File: src/hdl/assert_macros.svh
`ifndef ASSERT_MACROS_SVH
`define ASSERT_MACROS_SVH

// Clocked implication check, disabled while reset is asserted.
`define ASSERT_CLK(label, clk, rst_n, prop) \
	label: assert property (@(posedge clk) disable iff (!rst_n) prop) \
		else $error("assertion failed");

// Condition that must never be true at a clock edge outside reset.
`define ASSERT_NEVER(label, clk, rst_n, cond) \
	label: assert property (@(posedge clk) disable iff (!rst_n) !(cond)) \
		else $error("forbidden condition seen");

`endif

File: src/hdl/wrst_pkg.sv
`default_nettype none

package wrst_pkg;

	localparam int POOL_SLOTS_DEF = 32;
	localparam int RADIUS_DEF     = 2;
	localparam int COORD_W        = 16;
	localparam int SLOT_W         = 5;

	localparam logic ACT_EVICT = 1'b0;
	localparam logic ACT_LOAD  = 1'b1;

	typedef struct packed {
		logic signed [COORD_W-1:0] center_x;
		logic signed [COORD_W-1:0] center_z;
	} req_t;

	typedef struct packed {
		logic                      action;
		logic [SLOT_W-1:0]         slot_index;
		logic signed [COORD_W-1:0] tile_x;
		logic signed [COORD_W-1:0] tile_z;
		logic                      last_action;
	} res_t;

	// result events from the sequencer to the output stage
	typedef struct packed {
		logic new_v;
		logic flush;
		res_t res;
	} ev_t;

	typedef enum logic [2:0] {
		ST_IDLE,
		ST_EVICT,
		ST_SEARCH,
		ST_LOAD,
		ST_FLUSH
	} state_t;

	// true when tile coordinate a lies more than r away from center b (mod 2^16)
	function automatic logic win_outside(logic [COORD_W-1:0] a, logic [COORD_W-1:0] b,
		int r);
		logic signed [COORD_W-1:0] d;
		logic signed [COORD_W-1:0] rr;
		d  = $signed(a - b);
		rr = $signed(COORD_W'(r));
		return (d > rr) || (d < -rr);
	endfunction

endpackage

`default_nettype wire

File: src/hdl/wrst_ram.sv
`default_nettype none

module wrst_ram #(
	parameter int WIDTH = 32,
	parameter int DEPTH = 32
) (
	input  wire logic                     clk,
	input  wire logic                     we,
	input  wire logic [$clog2(DEPTH)-1:0] waddr,
	input  wire logic [WIDTH-1:0]         wdata,
	input  wire logic                     re,
	input  wire logic [$clog2(DEPTH)-1:0] raddr,
	output logic      [WIDTH-1:0]         rdata
);

	logic [WIDTH-1:0] mem [DEPTH];

	always_ff @(posedge clk) begin
		if (we) begin
			mem[waddr] <= wdata;
		end
		if (re) begin
			rdata <= mem[raddr];
		end
	end

endmodule

`default_nettype wire

File: src/hdl/wrst_seq.sv
`default_nettype none

module wrst_seq #(
	parameter int POOL_SLOTS = wrst_pkg::POOL_SLOTS_DEF,
	parameter int RADIUS     = wrst_pkg::RADIUS_DEF
) (
	input  wire logic                            clk,
	input  wire logic                            arst_n,
	input  wire logic                            start,
	input  wire wrst_pkg::req_t                  request,
	output logic                                 busy,
	output logic                                 ram_we,
	output logic [$clog2(POOL_SLOTS)-1:0]        ram_waddr,
	output logic [2*wrst_pkg::COORD_W-1:0]       ram_wdata,
	output logic                                 ram_re,
	output logic [$clog2(POOL_SLOTS)-1:0]        ram_raddr,
	input  wire logic [2*wrst_pkg::COORD_W-1:0]  ram_rdata,
	output wrst_pkg::ev_t                        ev
);

	import wrst_pkg::*;

	localparam int AW   = $clog2(POOL_SLOTS);
	localparam int SW   = $clog2(POOL_SLOTS + 1);
	localparam int SPAN = 2 * RADIUS + 1;
	localparam int OW   = $clog2(SPAN);

	state_t state_q, state_d;

	logic [SW-1:0]         cnt_q;
	logic                  rd_v_s1;
	logic [AW-1:0]         rd_idx_s1;
	logic [POOL_SLOTS-1:0] valid_q;
	logic [COORD_W-1:0]    cx_q, cz_q;
	logic [COORD_W-1:0]    prev_x_q, prev_z_q;
	logic                  has_center_q;
	logic [OW-1:0]         off_x_q, off_z_q;
	logic                  match_q;
	logic                  free_v_q;
	logic [AW-1:0]         free_idx_q;

	logic               move;
	logic               issue;
	logic               pass_end;
	logic               last_tile;
	logic               do_load;
	logic               do_evict;
	logic [COORD_W-1:0] tile_x, tile_z;
	logic [COORD_W-1:0] rd_x, rd_z;

	assign rd_x = ram_rdata[2*COORD_W-1:COORD_W];
	assign rd_z = ram_rdata[COORD_W-1:0];

	assign move = !has_center_q || (request.center_x != prev_x_q)
		|| (request.center_z != prev_z_q);
	assign issue = ((state_q == ST_EVICT) || (state_q == ST_SEARCH)) && (cnt_q != SW'(POOL_SLOTS));
	assign pass_end = rd_v_s1 && (rd_idx_s1 == AW'(POOL_SLOTS - 1));
	assign last_tile = (off_x_q == OW'(SPAN - 1)) && (off_z_q == OW'(SPAN - 1));

	assign tile_x = cx_q + COORD_W'(off_x_q) - COORD_W'(RADIUS);
	assign tile_z = cz_q + COORD_W'(off_z_q) - COORD_W'(RADIUS);

	assign do_evict = (state_q == ST_EVICT) && rd_v_s1 && valid_q[rd_idx_s1]
		&& (win_outside(rd_x, cx_q, RADIUS) || win_outside(rd_z, cz_q, RADIUS));
	assign do_load = (state_q == ST_LOAD) && !match_q && free_v_q;

	assign busy      = (state_q != ST_IDLE);
	assign ram_re    = issue;
	assign ram_raddr = cnt_q[AW-1:0];
	assign ram_we    = do_load;
	assign ram_waddr = free_idx_q;
	assign ram_wdata = {tile_x, tile_z};

	always_comb begin
		ev = '0;
		ev.flush = (state_q == ST_FLUSH);
		if (do_evict) begin
			ev.new_v          = 1'b1;
			ev.res.action     = ACT_EVICT;
			ev.res.slot_index = SLOT_W'(rd_idx_s1);
			ev.res.tile_x     = rd_x;
			ev.res.tile_z     = rd_z;
		end else if (do_load) begin
			ev.new_v          = 1'b1;
			ev.res.action     = ACT_LOAD;
			ev.res.slot_index = SLOT_W'(free_idx_q);
			ev.res.tile_x     = tile_x;
			ev.res.tile_z     = tile_z;
		end
	end

	always_comb begin
		state_d = state_q;
		case (state_q)
			ST_IDLE: begin
				if (start && move) begin
					state_d = ST_EVICT;
				end
			end
			ST_EVICT: begin
				if (pass_end) begin
					state_d = ST_SEARCH;
				end
			end
			ST_SEARCH: begin
				if (pass_end) begin
					state_d = ST_LOAD;
				end
			end
			ST_LOAD: begin
				state_d = last_tile ? ST_FLUSH : ST_SEARCH;
			end
			ST_FLUSH: begin
				state_d = ST_IDLE;
			end
			default: begin
				state_d = ST_IDLE;
			end
		endcase
	end

	always_ff @(posedge clk or negedge arst_n) begin
		if (!arst_n) begin
			state_q <= ST_IDLE;
		end else begin
			state_q <= state_d;
		end
	end

	always_ff @(posedge clk or negedge arst_n) begin
		if (!arst_n) begin
			cnt_q        <= '0;
			rd_v_s1      <= 1'b0;
			valid_q      <= '0;
			prev_x_q     <= '0;
			prev_z_q     <= '0;
			has_center_q <= 1'b0;
			off_x_q      <= '0;
			off_z_q      <= '0;
			match_q      <= 1'b0;
			free_v_q     <= 1'b0;
		end else begin
			rd_v_s1 <= issue;
			if (issue) begin
				cnt_q <= cnt_q + SW'(1);
			end
			case (state_q)
				ST_IDLE: begin
					if (start && move) begin
						prev_x_q     <= request.center_x;
						prev_z_q     <= request.center_z;
						has_center_q <= 1'b1;
						cnt_q        <= '0;
					end
				end
				ST_EVICT: begin
					if (do_evict) begin
						valid_q[rd_idx_s1] <= 1'b0;
					end
					if (pass_end) begin
						cnt_q    <= '0;
						match_q  <= 1'b0;
						free_v_q <= 1'b0;
						off_x_q  <= '0;
						off_z_q  <= '0;
					end
				end
				ST_SEARCH: begin
					if (rd_v_s1) begin
						if (valid_q[rd_idx_s1] && (rd_x == tile_x) && (rd_z == tile_z)) begin
							match_q <= 1'b1;
						end
						if (!valid_q[rd_idx_s1] && !free_v_q) begin
							free_v_q <= 1'b1;
						end
					end
				end
				ST_LOAD: begin
					if (do_load) begin
						valid_q[free_idx_q] <= 1'b1;
					end
					cnt_q    <= '0;
					match_q  <= 1'b0;
					free_v_q <= 1'b0;
					if (!last_tile) begin
						if (off_z_q == OW'(SPAN - 1)) begin
							off_z_q <= '0;
							off_x_q <= off_x_q + OW'(1);
						end else begin
							off_z_q <= off_z_q + OW'(1);
						end
					end
				end
				default: begin
				end
			endcase
		end
	end

	// payload registers
	always_ff @(posedge clk) begin
		rd_idx_s1 <= cnt_q[AW-1:0];
		if ((state_q == ST_IDLE) && start && move) begin
			cx_q <= request.center_x;
			cz_q <= request.center_z;
		end
		// lowest free slot of the current search
		if ((state_q == ST_SEARCH) && rd_v_s1 && !valid_q[rd_idx_s1] && !free_v_q) begin
			free_idx_q <= rd_idx_s1;
		end
	end

endmodule

`default_nettype wire

File: src/hdl/window_residency_slot_table.sv
// Channel   Ports                   Handshake
// -------   ---------------------   ------------------------------------
// request   start, busy, request    taken at edge with start & !busy
// result    result_valid, result    one-cycle strobe, no back-pressure
//
// A move makes one read pass over the slot RAM for eviction, then, for each of the
// (2R+1)^2 window tiles with R = RADIUS, one read pass plus a write step; the
// single RAM read port sets the pace.
// An unchanged center is absorbed in its accept cycle and busy never rises.
// Reset clears the valid bits and the center; the slot RAM needs no clearing.
// Results trail their discovery by one entry so the final one carries last_action.
`default_nettype none

module window_residency_slot_table #(
	parameter int POOL_SLOTS = wrst_pkg::POOL_SLOTS_DEF,
	parameter int RADIUS     = wrst_pkg::RADIUS_DEF
) (
	input  wire logic           clk,
	input  wire logic           arst_n,
	input  wire logic           start,
	output logic                busy,
	input  wire wrst_pkg::req_t request,
	output logic                result_valid,
	output wrst_pkg::res_t      result
);

	import wrst_pkg::*;

	`include "assert_macros.svh"

	localparam int AW = $clog2(POOL_SLOTS);
	localparam int DW = 2 * COORD_W;

	logic          ram_we;
	logic [AW-1:0] ram_waddr;
	logic [DW-1:0] ram_wdata;
	logic          ram_re;
	logic [AW-1:0] ram_raddr;
	logic [DW-1:0] ram_rdata;
	ev_t           ev;

	logic pend_v_q;
	res_t pend_q;
	logic result_valid_q;
	res_t result_q;

	wrst_ram #(
		.WIDTH (DW),
		.DEPTH (POOL_SLOTS)
	) u_ram (
		.clk   (clk),
		.we    (ram_we),
		.waddr (ram_waddr),
		.wdata (ram_wdata),
		.re    (ram_re),
		.raddr (ram_raddr),
		.rdata (ram_rdata)
	);

	wrst_seq #(
		.POOL_SLOTS (POOL_SLOTS),
		.RADIUS     (RADIUS)
	) u_seq (
		.clk       (clk),
		.arst_n    (arst_n),
		.start     (start),
		.request   (request),
		.busy      (busy),
		.ram_we    (ram_we),
		.ram_waddr (ram_waddr),
		.ram_wdata (ram_wdata),
		.ram_re    (ram_re),
		.ram_raddr (ram_raddr),
		.ram_rdata (ram_rdata),
		.ev        (ev)
	);

	always_ff @(posedge clk or negedge arst_n) begin
		if (!arst_n) begin
			pend_v_q       <= 1'b0;
			result_valid_q <= 1'b0;
		end else begin
			result_valid_q <= pend_v_q && (ev.new_v || ev.flush);
			if (ev.new_v) begin
				pend_v_q <= 1'b1;
			end else if (ev.flush) begin
				pend_v_q <= 1'b0;
			end
		end
	end

	// held entry always has last_action clear; only the flush sets it
	always_ff @(posedge clk) begin
		if (ev.new_v) begin
			pend_q   <= ev.res;
			result_q <= pend_q;
		end else if (ev.flush) begin
			result_q <= '{action:      pend_q.action,
				slot_index:  pend_q.slot_index,
				tile_x:      pend_q.tile_x,
				tile_z:      pend_q.tile_z,
				last_action: 1'b1};
		end
	end

	assign result_valid = result_valid_q;
	assign result       = result_q;

	`ASSERT_CLK(a_more_while_busy, clk, arst_n, (result_valid && !result.last_action) |-> busy)
	`ASSERT_CLK(a_last_ends_burst, clk, arst_n, (result_valid && result.last_action) |=> !result_valid)
	`ASSERT_NEVER(a_flush_clean, clk, arst_n, ev.flush && ev.new_v)
	`ASSERT_CLK(a_load_has_free, clk, arst_n, ram_we |-> !ram_re)

endmodule

`default_nettype wire
File: config.mk
export PLATFORM = sky130hd
export DESIGN_NAME = window_residency_slot_table
export DESIGN_NICKNAME = d
export VERILOG_FILES = /design/src/hdl/wrst_pkg.sv /design/src/hdl/wrst_ram.sv /design/src/hdl/wrst_seq.sv /design/src/hdl/window_residency_slot_table.sv
export VERILOG_INCLUDE_DIRS = /design/src /design/src/hdl
export SDC_FILE = /design/constraint.sdc
export NUM_CORES = 1
export LEC_CHECK = 0
export BUFFER_PORTS_ARGS = -buffer_cell sky130_fd_sc_hd__buf_2
export CAP_MARGIN = 5
export CELL_PAD_IN_SITES_DETAIL_PLACEMENT = 2
export CELL_PAD_IN_SITES_GLOBAL_PLACEMENT = 2
export CORE_MARGIN = 8
export CORE_UTILIZATION = 39
export CTS_CLUSTER_DIAMETER = 80
export DETAILED_ROUTE_END_ITERATION = 16
export PLACE_DENSITY_LB_ADDON = 0.05
export SLEW_MARGIN = 40
export SYNTH_ARGS = -nofsm -noshare
export SYNTH_HDL_FRONTEND = slang
export SYNTH_HIERARCHICAL = 1
export SYNTH_SLANG_ARGS = --single-unit
File: constraint.sdc
create_clock -name clk -period 14.6 [get_ports clk]
set_input_delay 0.73 -clock clk [delete_from_list [all_inputs] [get_ports clk]]
set_output_delay 0.73 -clock clk [all_outputs]
set_load 0.02 [all_outputs]
==> summary.md <==
| Metric | Value |
|---|---|
| Worst Path Required | 15020 ps |
| Setup CP Type | register to register |
| Worst Hold Class | input port to register |
| CTS H-tree lvls | 4 |
| Minimum clock period | 4850 ps |
| Max FO, Critical Path | 40 |
| Total CTS buffers | 145 |
| Final GP Congestion | 0.834 |
| Top FF cell, synth | edfxtp_1 |
| Compound-gate portion of the synthesized area | 7.65% |
| Unique masters post-synth | 93 |
| Finished Cell Area | 0.0609 sq mm |
| Main combinational cell family by area after synthesis | multiplexers |
| CP startpoint kind | register |
| Synth Area in Simple Gates | 6.05% |
| Number of synthesized flops with an enable pin | 1171 |
| Leak pwr | 0.0216 uW |
| Peak supply drop | 240 uV |
| Antenna violations before repair | 3 |
| Worst hold margin | 215 ps |
| CTS Hold Bufs | 1 |
| Mux contribution to synthesized area | 10.2% |
| Cells after DPL | 5255 |
| Area contributors post-synth | edfxtp_1, mux2i_1, dfrtp_1 |
| GRT overflow | 0 |
| Fin. Hold Viols | 0 |
| Via density | 5.76 |
| Status | complete, no violations |
| CP endpoint kind | register |
| Crit path DAT | 5270 ps |
| Area leader, netlist | edfxtp_1 |
| Worst reg-to-reg setup slack | 9750 ps |
| Share of post-route cells with drive strength above 1 | 13.0% |
| # resized after CTS | 0 |
| Mapped Cells | 3483 |
| Synth Area in Adders | 1.79% |
| DP Area | 0.0563 sq mm |
| Final Skew | 24.0 ps |
| Vias | 31775 |
| Setup_tns | 0 ps |
| Initial Util | 39.3% |
| #FFs+latches synth | 1261 |
| Sequential-to-total area share from yosys stat | 70.1% |
| Crit-path max cell delay | 760 ps |
| Die Area | 0.149 sq mm |
| Largest net degree at the start of global routing | 104 |
| Core area | 0.136 sq mm |
| Port buffer count | 75 |
| Worst-path clk slew | 50 ps |
| Pwr Density | 201 mW/mm^2 |
| Max-cap viol count | 0 |
| Initial DRC Count | 2116 |
| Nets | 3735 |
| Clk_lat worst skew | 770 ps |
| Root Buffer | clkbuf_16 |
| Synth Cell Area | 0.0533 sq mm |
| Die X | 386 um |
| Rows | 135 |
| # Post-CTS Setup Buffers | 0 |
| Global-route wire length before repair | 245000 um |
| Max_slew headroom | 36.8% |
| Die height | 386 um |
| Area delta synth->final | 14.2% |
| DR pass1 iterations | 5 |
| Critical-path top delay cell | o2bb2ai_1 |
| Ports | 76 |
| Vias in the first global route | 34469 |
| Fmax | 0.206 GHz |
| Post-route ant nets | 0 |
| Yosys Warn Count | 6 |
| RSZ-0062 raised after global routing | false |
| Routed WL | 170000 um |
| Most frequent cells in the layout | edfxtp_1, mux2i_1, nand2_1, clkbuf_16, a21oi_1 |
| Sink Count | 1261 |
| Final setup vio count | 0 |
| Slew @ Worst Pin | 948 ps |
| Pins Over Slew Limit | 0 |
| Syn Area/Cell | 15.3 sq um |
| Clk buf depth | 3 |
| DP Wirelength | 101000 um |
| Commonest non-fill, non-tap cell in the layout | edfxtp_1 |
| Fraction of registers with async set/reset | 6.74% |
| CTS tree | done |
| Tcrit/Tclk final | 33.2% |
| Post-Synth XOR/XNOR Area | 1.82% |
| GR Util All Layers | 22.6% |
| DR DRC count | 0 |
| Fin cells | 5512 |
| Share of the synthesized area in the top cell type | 65.9% |
| Average routed wire per standard cell | 30.9 um |
| Net Count, Synth | 3592 |
| CP Cell Sequence | inv_1 -> ha_1 -> inv_1 -> fa_1 -> a211oi_1 -> o21ai_1 -> a211oi_1 -> o31ai_1 -> a21oi_1 -> xnor2_1 -> nand2_1 -> o2bb2ai_1 -> a21oi_4 -> or2_2 -> or2_4 |
## report_power, final
part	switching, uW	internal [uW]	total, uW
clock	1470	2040	3510
combinational	2690	1310	3990
sequential	229	4520	4750
total	4380	7870	12300
## registers in the layout, summed over array words and instances (netlist names), 16 cells and up
signal,cells
u_ram/rdata,32
pend_q,39
u_seq/prev_x_q,16
u_seq/cz_q,16
u_seq/prev_z_q,16
u_seq/valid_q,32
result,39
u_ram/mem,1024
u_seq/cx_q,16
## final cells by class
| cell class | instances | area, sq um |
|---|---|---|
| inverter | 68 | 255 |
| antenna | 1 | 2.50 |
| clock inverter | 70 | 628 |
| fill | 12799 | 74700 |
| clock buffer | 181 | 3920 |
| sequential | 1261 | 37400 |
| tap | 1781 | 2230 |
| timing repair buffer | 174 | 1260 |
| multi-input combinational | 1976 | 15200 |
## cells by family (layout without fill, tap and decap cells)
family	Yosys count	count (layout)
flip-flops	1261	1261
AND/OR/NAND/NOR	680	680
AO/OA/AOI/OAI	579	579
multiplexers	533	533
buffers and inverters	246	493
XOR/XNOR	109	109
adder cells (fa/ha/maj)	74	74
other	1	2
## Yosys cell counts (41+ instances only)
master,count
a21oi_1,141
mux2i_1,520
dfrtp_1,85
o21ai_0,46
xnor2_1,67
xor2_1,41
nor2_1,108
a22oi_1,96
a22o_1,116
nand3_1,121
edfxtp_1,1171
ha_1,70
clkbuf_1,76
inv_1,67
nor3_1,63
nand2_1,246
## critical path, delay by kind of cell (launching register included)
kind | cells | cell delay (ps)
AOI/OAI and AO/OA | 7 | 2230
xor gates and xnor gates | 1 | 200
adders and majority gates | 2 | 580
buffers and inverters | 2 | 160
DFF | 1 | 430
and+or+nand+nor | 3 | 880
## per-layer routing
metal	GRT usage [%]	routed length, um
met4	5.43	3480
met5	0	0
met3	3.07	5790
met1	30.2	76300
met2	39.0	84800
## stage by stage
stage                     setup WS (ps)  total power, uW  utilization (%)
final                              9750            12300             44.9
after global routing               9530            12800             44.9
after CTS                          9790            12400             44.8
after detailed placement           9820             8840             41.5
after global placement             9810             8680             41.4
after floorplan                    8330             7580                -
## worst paths after layout
check	startpoint	to	cells past startpoint
min in group asynchronous	arst_n	u_seq/cnt_q[2]	2
max in group asynchronous	arst_n	u_seq/prev_x_q[0]	3
worst max-delay path	u_ram/rdata[16]	result[28]	15
worst max register to register	u_ram/rdata[16]	result[28]	15
worst min-delay path	request[2]	u_seq/cz_q[2]	1
worst min register to register	pend_q[32]	result[32]	0
No activity file was read; power rests on OpenSTA's default activity.
